--- src/hdl/assert_macros.svh ---
// Assertion macros shared by the converter's modules
`ifndef ASSERT_MACROS_SVH
`define ASSERT_MACROS_SVH

// condition must hold on every clock edge outside reset
`define ASSERT_ALWAYS(label, cond, msg) \
   label: assert property (@(posedge clock) disable iff (reset) (cond)) else $error(msg);

// trigger implies the consequence on the following edge
`define ASSERT_NEXT(label, trig, cons, msg) \
   label: assert property (@(posedge clock) disable iff (reset) (trig) |=> (cons)) \
      else $error(msg);

`endif

--- src/hdl/yuyv_pkg.sv ---
// Shared types and constants of the YUYV to RGB converter
`default_nettype none
package yuyv_pkg;

   localparam int MAX_LINE_PIXELS = 4096;
   localparam int MAX_LINES       = 4096;
   localparam int CFG_WIDTH       = 13;
   localparam int CNT_WIDTH       = 12;
   localparam int CSR_INDEX_WIDTH = 2;
   localparam int QUEUE_DEPTH     = 2;
   localparam int QUEUE_PTR_WIDTH = $clog2(QUEUE_DEPTH);
   localparam int QUEUE_CNT_WIDTH = QUEUE_PTR_WIDTH + 1;

   localparam logic [CSR_INDEX_WIDTH-1:0] CSR_FRAME_WIDTH  = 2'd0;
   localparam logic [CSR_INDEX_WIDTH-1:0] CSR_FRAME_HEIGHT = 2'd1;

   typedef struct packed {
      logic [7:0] luma_first;
      logic [7:0] chroma_blue;
      logic [7:0] luma_second;
      logic [7:0] chroma_red;
   } req_word_type;

   typedef struct packed {
      logic [7:0] red;
      logic [7:0] green;
      logic [7:0] blue;
      logic       last_of_pair;
      logic       end_of_line;
      logic       end_of_frame;
   } rsp_word_type;

   typedef struct packed {
      req_word_type pixels;
      logic         end_of_line;
      logic         end_of_frame;
   } queue_entry_type;

   typedef struct packed {
      logic full;
      logic empty;
   } queue_status_type;

endpackage
`default_nettype wire

--- src/hdl/yuyv_to_rgb_converter.sv ---
// Top level of the YUYV 4:2:2 to RGB888 converter
//
//   channel  | ports            | word
//   ---------+------------------+--------------------------------------------
//   input    | req_valid/ready  | req_data: one YUYV macropixel
//   result   | rsp_valid/ready  | rsp_data: one RGB888 pixel with markers
//   control  | csr_valid/ready  | csr_index, csr_wdata: frame width / height
//
// Two result words per macropixel; the back end converts one pixel a cycle
// while the result side is ready and the queue holds a word.
// Input reaches the first pixel through the queue and then the output register.
// A two-word queue decouples the input from the conversion; input stalls only
// when it is full. Synchronous reset clears counters, queue, output valid and
// pair phase and sets the frame to 640 by 480.
`default_nettype none
module yuyv_to_rgb_converter (
   input  wire logic                                  clock,
   input  wire logic                                  reset,
   input  wire logic                                  req_valid,
   output      logic                                  req_ready,
   input  wire yuyv_pkg::req_word_type                req_data,
   output      logic                                  rsp_valid,
   input  wire logic                                  rsp_ready,
   output      yuyv_pkg::rsp_word_type                rsp_data,
   input  wire logic                                  csr_valid,
   output      logic                                  csr_ready,
   input  wire logic [yuyv_pkg::CSR_INDEX_WIDTH-1:0]  csr_index,
   input  wire logic [yuyv_pkg::CFG_WIDTH-1:0]        csr_wdata
);

   yuyv_pkg::queue_status_type queue_status;
   yuyv_pkg::queue_entry_type  push_entry;
   yuyv_pkg::queue_entry_type  head;
   logic                       push;
   logic                       pop;

   yuyv_front u_front (
      .clock        (clock),
      .reset        (reset),
      .req_valid    (req_valid),
      .req_ready    (req_ready),
      .req_data     (req_data),
      .csr_valid    (csr_valid),
      .csr_ready    (csr_ready),
      .csr_index    (csr_index),
      .csr_wdata    (csr_wdata),
      .queue_status (queue_status),
      .push         (push),
      .push_entry   (push_entry)
   );

   yuyv_queue u_queue (
      .clock      (clock),
      .reset      (reset),
      .push       (push),
      .push_entry (push_entry),
      .pop        (pop),
      .head       (head),
      .status     (queue_status)
   );

   yuyv_back u_back (
      .clock        (clock),
      .reset        (reset),
      .head         (head),
      .queue_status (queue_status),
      .pop          (pop),
      .rsp_valid    (rsp_valid),
      .rsp_ready    (rsp_ready),
      .rsp_data     (rsp_data)
   );

endmodule
`default_nettype wire

--- src/hdl/yuyv_front.sv ---
// Front end: register file, line and frame counters, marker classification
`default_nettype none
`include "assert_macros.svh"
module yuyv_front (
   input  wire logic                                      clock,
   input  wire logic                                      reset,
   input  wire logic                                      req_valid,
   output      logic                                      req_ready,
   input  wire yuyv_pkg::req_word_type                    req_data,
   input  wire logic                                      csr_valid,
   output      logic                                      csr_ready,
   input  wire logic [yuyv_pkg::CSR_INDEX_WIDTH-1:0]      csr_index,
   input  wire logic [yuyv_pkg::CFG_WIDTH-1:0]            csr_wdata,
   input  wire yuyv_pkg::queue_status_type                queue_status,
   output      logic                                      push,
   output      yuyv_pkg::queue_entry_type                 push_entry
);

   logic [yuyv_pkg::CFG_WIDTH-1:0] width_ff, width_in;
   logic [yuyv_pkg::CFG_WIDTH-1:0] height_ff, height_in;
   logic [yuyv_pkg::CNT_WIDTH-1:0] column_ff, column_in;
   logic [yuyv_pkg::CNT_WIDTH-1:0] row_ff, row_in;
   logic [yuyv_pkg::CFG_WIDTH-1:0] width_lim;
   logic [yuyv_pkg::CFG_WIDTH-1:0] height_lim;
   logic [yuyv_pkg::CFG_WIDTH:0]   pixels_done;
   logic [yuyv_pkg::CFG_WIDTH-1:0] rows_done;
   logic                           eol;
   logic                           eof;

   assign csr_ready = 1'b1;
   assign req_ready = !queue_status.full;
   assign push      = req_valid && req_ready;

   always_comb begin
      width_lim = width_ff;
      if (width_ff > yuyv_pkg::CFG_WIDTH'(yuyv_pkg::MAX_LINE_PIXELS)) begin
         width_lim = yuyv_pkg::CFG_WIDTH'(yuyv_pkg::MAX_LINE_PIXELS);
      end else if (width_ff < yuyv_pkg::CFG_WIDTH'(2)) begin
         width_lim = yuyv_pkg::CFG_WIDTH'(2);
      end
      height_lim = height_ff;
      if (height_ff > yuyv_pkg::CFG_WIDTH'(yuyv_pkg::MAX_LINES)) begin
         height_lim = yuyv_pkg::CFG_WIDTH'(yuyv_pkg::MAX_LINES);
      end else if (height_ff == '0) begin
         height_lim = yuyv_pkg::CFG_WIDTH'(1);
      end
   end

   assign pixels_done = {({1'b0, column_ff} + yuyv_pkg::CFG_WIDTH'(1)), 1'b0};
   assign rows_done   = {1'b0, row_ff} + yuyv_pkg::CFG_WIDTH'(1);
   assign eol = pixels_done >= {1'b0, width_lim};
   assign eof = eol && (rows_done >= height_lim);

   always_comb begin
      push_entry.pixels       = req_data;
      push_entry.end_of_line  = eol;
      push_entry.end_of_frame = eof;
   end

   always_comb begin
      width_in  = width_ff;
      height_in = height_ff;
      column_in = column_ff;
      row_in    = row_ff;
      if (csr_valid && csr_ready) begin
         case (csr_index)
            yuyv_pkg::CSR_FRAME_WIDTH:  width_in  = csr_wdata;
            yuyv_pkg::CSR_FRAME_HEIGHT: height_in = csr_wdata;
            default: ;
         endcase
      end
      if (push) begin
         if (eol) begin
            column_in = '0;
            row_in    = eof ? '0 : row_ff + yuyv_pkg::CNT_WIDTH'(1);
         end else begin
            column_in = column_ff + yuyv_pkg::CNT_WIDTH'(1);
         end
      end
   end

   always_ff @(posedge clock) begin
      if (reset) begin
         width_ff  <= yuyv_pkg::CFG_WIDTH'(640);
         height_ff <= yuyv_pkg::CFG_WIDTH'(480);
         column_ff <= '0;
         row_ff    <= '0;
      end else begin
         width_ff  <= width_in;
         height_ff <= height_in;
         column_ff <= column_in;
         row_ff    <= row_in;
      end
   end

   `ASSERT_NEXT(a_eol_clears_column, push && eol, column_ff == '0, "column not cleared at line end")
   `ASSERT_ALWAYS(a_eof_needs_eol, !eof || eol, "frame end without line end")

endmodule
`default_nettype wire

--- src/hdl/yuyv_queue.sv ---
// Short queue of classified words between front and back end
`default_nettype none
`include "assert_macros.svh"
module yuyv_queue (
   input  wire logic                        clock,
   input  wire logic                        reset,
   input  wire logic                        push,
   input  wire yuyv_pkg::queue_entry_type   push_entry,
   input  wire logic                        pop,
   output      yuyv_pkg::queue_entry_type   head,
   output      yuyv_pkg::queue_status_type  status
);

   yuyv_pkg::queue_entry_type              entry_ff [yuyv_pkg::QUEUE_DEPTH];
   logic [yuyv_pkg::QUEUE_PTR_WIDTH-1:0]   wr_ptr_ff, wr_ptr_in;
   logic [yuyv_pkg::QUEUE_PTR_WIDTH-1:0]   rd_ptr_ff, rd_ptr_in;
   logic [yuyv_pkg::QUEUE_CNT_WIDTH-1:0]   count_ff, count_in;

   assign status.full  = count_ff == yuyv_pkg::QUEUE_CNT_WIDTH'(yuyv_pkg::QUEUE_DEPTH);
   assign status.empty = count_ff == '0;
   assign head         = entry_ff[rd_ptr_ff];

   always_comb begin
      wr_ptr_in = wr_ptr_ff;
      rd_ptr_in = rd_ptr_ff;
      count_in  = count_ff;
      if (push) begin
         wr_ptr_in = (wr_ptr_ff == yuyv_pkg::QUEUE_PTR_WIDTH'(yuyv_pkg::QUEUE_DEPTH - 1))
                     ? '0 : wr_ptr_ff + yuyv_pkg::QUEUE_PTR_WIDTH'(1);
      end
      if (pop) begin
         rd_ptr_in = (rd_ptr_ff == yuyv_pkg::QUEUE_PTR_WIDTH'(yuyv_pkg::QUEUE_DEPTH - 1))
                     ? '0 : rd_ptr_ff + yuyv_pkg::QUEUE_PTR_WIDTH'(1);
      end
      if (push && !pop) begin
         count_in = count_ff + yuyv_pkg::QUEUE_CNT_WIDTH'(1);
      end else if (pop && !push) begin
         count_in = count_ff - yuyv_pkg::QUEUE_CNT_WIDTH'(1);
      end
   end

   always_ff @(posedge clock) begin
      if (push) begin
         entry_ff[wr_ptr_ff] <= push_entry;
      end
      if (reset) begin
         wr_ptr_ff <= '0;
         rd_ptr_ff <= '0;
         count_ff  <= '0;
      end else begin
         wr_ptr_ff <= wr_ptr_in;
         rd_ptr_ff <= rd_ptr_in;
         count_ff  <= count_in;
      end
   end

   `ASSERT_ALWAYS(a_queue_bounds, !(push && status.full && !pop) && !(pop && status.empty),
                  "queue overflow or underflow")

endmodule
`default_nettype wire

--- src/hdl/yuyv_back.sv ---
// Back end: colour-converts a pixel per unstalled cycle into output register
`default_nettype none
`include "assert_macros.svh"
module yuyv_back (
   input  wire logic                        clock,
   input  wire logic                        reset,
   input  wire yuyv_pkg::queue_entry_type   head,
   input  wire yuyv_pkg::queue_status_type  queue_status,
   output      logic                        pop,
   output      logic                        rsp_valid,
   input  wire logic                        rsp_ready,
   output      yuyv_pkg::rsp_word_type      rsp_data
);

   function automatic logic [7:0] clamp_channel(input logic signed [19:0] acc);
      logic [7:0] res;
      if (acc[19]) begin
         res = 8'd0;
      end else if (|acc[18:16]) begin
         res = 8'd255;
      end else begin
         res = acc[15:8];
      end
      return res;
   endfunction

   logic                    rsp_valid_ff, rsp_valid_in;
   yuyv_pkg::rsp_word_type  rsp_data_ff, rsp_data_in;
   logic                    phase_ff, phase_in;
   logic                    load;
   logic                    fire;
   logic [7:0]              luma;
   logic signed [19:0]      ys;
   logic signed [19:0]      cb;
   logic signed [19:0]      cr;
   logic signed [19:0]      acc_r;
   logic signed [19:0]      acc_g;
   logic signed [19:0]      acc_b;

   assign load = !rsp_valid_ff || rsp_ready;
   assign fire = load && !queue_status.empty;
   assign pop  = fire && phase_ff;

   assign luma  = phase_ff ? head.pixels.luma_second : head.pixels.luma_first;
   assign ys    = $signed({4'b0000, luma, 8'h00});
   assign cb    = 20'(signed'({~head.pixels.chroma_blue[7], head.pixels.chroma_blue[6:0]}));
   assign cr    = 20'(signed'({~head.pixels.chroma_red[7], head.pixels.chroma_red[6:0]}));
   assign acc_r = ys + 20'sd359 * cr;
   assign acc_g = ys - 20'sd88 * cb - 20'sd183 * cr;
   assign acc_b = ys + 20'sd454 * cb;

   always_comb begin
      rsp_valid_in = rsp_valid_ff;
      rsp_data_in  = rsp_data_ff;
      phase_in     = phase_ff;
      if (load) begin
         rsp_valid_in = fire;
      end
      if (fire) begin
         rsp_data_in.red          = clamp_channel(acc_r);
         rsp_data_in.green        = clamp_channel(acc_g);
         rsp_data_in.blue         = clamp_channel(acc_b);
         rsp_data_in.last_of_pair = phase_ff;
         rsp_data_in.end_of_line  = phase_ff && head.end_of_line;
         rsp_data_in.end_of_frame = phase_ff && head.end_of_frame;
         phase_in                 = !phase_ff;
      end
   end

   always_ff @(posedge clock) begin
      rsp_data_ff <= rsp_data_in;
      if (reset) begin
         rsp_valid_ff <= 1'b0;
         phase_ff     <= 1'b0;
      end else begin
         rsp_valid_ff <= rsp_valid_in;
         phase_ff     <= phase_in;
      end
   end

   assign rsp_valid = rsp_valid_ff;
   assign rsp_data  = rsp_data_ff;

   `ASSERT_ALWAYS(a_first_no_marks, !rsp_valid_ff || rsp_data_ff.last_of_pair ||
                  (!rsp_data_ff.end_of_line && !rsp_data_ff.end_of_frame),
                  "marker on first pixel of pair")
   `ASSERT_NEXT(a_pair_order, fire, rsp_data_ff.last_of_pair != phase_ff,
                "pixel order within pair broken")

endmodule
`default_nettype wire

--- config.mk ---
export PLATFORM = sky130hd
export DESIGN_NAME = yuyv_to_rgb_converter
export DESIGN_NICKNAME = d
export VERILOG_FILES = /design/src/hdl/yuyv_pkg.sv /design/src/hdl/yuyv_to_rgb_converter.sv /design/src/hdl/yuyv_front.sv /design/src/hdl/yuyv_queue.sv /design/src/hdl/yuyv_back.sv
export VERILOG_INCLUDE_DIRS = /design/src /design/src/hdl
export SDC_FILE = /design/constraint.sdc
export NUM_CORES = 1
export LEC_CHECK = 0
export BUFFER_PORTS_ARGS = -buffer_cell sky130_fd_sc_hd__buf_4
export CAP_MARGIN = 20
export CORE_MARGIN = 1.5
export CORE_UTILIZATION = 50
export DETAILED_ROUTE_END_ITERATION = 12
export PLACE_DENSITY = 0.77
export SLEW_MARGIN = 20
export SYNTH_ARGS = -nofsm -noshare
export SYNTH_HDL_FRONTEND = slang
export SYNTH_HIERARCHICAL = 1
export SYNTH_SLANG_ARGS = --single-unit
--- constraint.sdc ---
create_clock -name clock -period 10 [get_ports clock]
set_input_delay 0 -clock clock [delete_from_list [all_inputs] [get_ports clock]]
set_output_delay 0 -clock clock [all_outputs]
set_load 0.03 [all_outputs]
==> results.yml <==
placement:
  gp_congestion: 0.916
  port_buffers: 80
  dp_hpwl_um: 21400
  post_dp_cell_area_mm2: 0.0137
cts:
  clk_pin_slew_ps: 80
  cts_buffers: 17
  cts_resized: 0
  cts.htree.levels: 4
  clk_path_buf_depth: 2
  post-cts-setup-buffers: 0
  cts.sinks: 152
  ctsHoldBuffers: 46
  ctsRootBufferMaster: "clkbuf_16"
  cts_tree: "yes"
  clk-insertion-delay-late_ps: 430
timing:
  hold_violations: 0
  min_period_over_period_pct: 78.5
  holdWs_ps: 37.4
  rsz0062_at_grt: "no"
  fin_skew_ps: 17.1
  finalSetupTns_ps: 0
  final-max-slew-violation-count: 0
  layout_min_cycle_time_ps: 7850
  timing.fmax_mhz: 127
  relSlewSlack_pct: 36.3
  tightest_slew_ps: 951
  finalSetupViolations: 0
route:
  first_pass_iters: 7
  ant_nets: 0
  viasPerCell: 5.48
  vias: 9375
  wire_per_inst_um: 16.7
  drc_errors: 0
  first_iter_violations: 615
  wl_um: 28500
critical_path:
  cp.required_ps: 10180
  endpoint_kind: "register"
  crit_fanout: 15
  critical_path_class: "register to register"
  r2r_slack_ps: 2150
  start_kind: "register"
  critPathArrivalTime_ps: 8030
floorplanning:
  die_h_um: 164
  row_count: 58
  initial_core_util_pct: 51.2
  die_width_um: 164
  pin_count: 82
  core_mm2: 0.0254
  die-area_mm2: 0.0270
global_route:
  antenna_found_initial: 0
  grt_pass1_wl_um: 46500
  grt-ovfl-total: 0
  grt_start_max_net_pins: 46
  track_usage_pct: 22.2
  grt_pass1_vias: 9559
synthesis:
  yosysTopAreaCellShare_pct: 21.9
  ys_seq_area_share_pct: 30.7
  syn_area_mm2: 0.0130
  ys.flop_type: "edfxtp_1"
  yosys_warnings: 6
  ys_ff_latch: 152
  async_flop_share_pct: 0
  synth.net_count: 1603
  synthTopCellsByArea: "edfxtp_1, ha_1, fa_1"
  yosysTopAreaCell: "edfxtp_1"
  synth_area_per_cell_um2: 10.2
  syn_inst: 1278
  synth-edff-count: 95
  ys_types: 83
layout:
  diodes: 0
  layout_commonest_cell: "ha_1"
  syn2layout_area_growth_pct: 13.3
  fin_area_mm2: 0.0147
  nets: 1693
  layout_common_cells: "ha_1, inv_1, nand2_1"
  layout-drive-gt1-share_pct: 13.1
run_status:
  outcome: "complete, no violations"
worst_hold_path:
  hp-start: "reset"
  hold_class: "primary input to register"
run:
  max_cap_violations: 0
==> stage by stage <==
step | util [%] | worst slack, ps | instances
after floorplan | - | 3020 | 1278
after global placement | 53.8 | 2490 | 1632
after detailed placement | 53.8 | 2310 | 1632
after CTS | 57.9 | 2190 | 1710
after global routing | 58.0 | 1820 | 1711
final | 58.0 | 2150 | 1711
==> flip-flops by register name (all words and copies together) (netlist names), named ones only <==
signal,flops
u_back/rsp_data,27
u_back/rsp_valid,1
u_queue/count_ff,2
u_front/width_ff,13
u_back/phase_ff,1
u_front/column_ff,12
u_queue/wr_ptr_ff,1
u_front/height_ff,13
u_front/row_ff,12
u_queue/rd_ptr_ff,1
u_queue/entry_ff,68
==> kinds of logic (layout without fill, tap and decap cells) <==
logic type | Yosys count | count (layout) | synth area share [%]
adder cells (fa/ha/maj) | 273 | 273 | 30.7
flip-flops | 152 | 152 | 30.7
AO/OA/AOI/OAI | 199 | 199 | 10.4
XOR/XNOR | 66 | 66 | 4.44
other | 1 | 1 | 0.0288
multiplexers | 48 | 48 | 4.03
AND/OR/NAND/NOR | 302 | 302 | 11.6
buffers and inverters | 237 | 340 | 8.17
==> area by class of cell <==
type	count	area (um^2)
sequential	152	3990
clock buffer	18	450
fill	2044	10700
tap	330	413
inverter	177	664
timing repair buffer	131	1120
clock inverter	14	128
multi-input combinational	889	7980
==> metal layers <==
metal | wire length [um] | vias up | share of wire [%] | GRT usage (%)
met5 | 0 | - | 0 | 0
met4 | 617 | 0 | 2.2 | 7.48
met3 | 1780 | 46 | 6.2 | 4.72
met2 | 13800 | 285 | 48 | 37.2
met1 | 12400 | 4467 | 43 | 28.4
li1 | - | 4577 | - | -
==> synthesized netlist by cell type, drive strengths merged, types with 5 or more instances <==
cell      n
a211oi    6
a21o     10
a21oi    66
a22o      7
a31o      5
a31oi    13
a32o      6
and2      9
and3      9
buf      44
clkbuf   16
dfxtp    57
edfxtp   95
fa       77
ha      196
inv     176
mux2     35
mux2i    13
nand2   105
nand2b    5
nand3    31
nand3b    7
nand4    10
nor2     57
nor2b    11
nor3     21
nor3b     5
nor4     11
o21a     13
o21ai    30
xnor2    41
xor2     25
==> critical path, cell delays in order (launching register included) <==
cell	delay (ps)
dfxtp_1	890
mux2_2	480
ha_1	330
fa_1	460
ha_1	350
a21oi_1	210
nor2b_1	70
o21a_1	200
nor2_1	160
xnor2_1	150
ha_1	260
ha_1	310
inv_1	70
fa_1	530
inv_1	60
fa_1	500
fa_1	540
inv_1	50
ha_1	360
a21o_1	190
a21oi_1	260
o21ai_0	200
or4_1	420
a21oi_1	160
nor4_2	100
o31a_1	310
==> path summary, 6_finish.rpt <==
check / end / depth (start not counted)
max reg2reg: u_back/rsp_data[16]$_SDFFCE_PP0P_ / 25
min reg2reg: u_front/width_ff[5]$_SDFFE_PP0P_ / 2
min: u_back/phase_ff$_SDFFE_PP0P_ / 2
max: u_back/rsp_data[16]$_SDFFCE_PP0P_ / 25
Power is not shown: default switching activity piles up to over one toggle a cycle in this logic, so the estimate is an artifact.
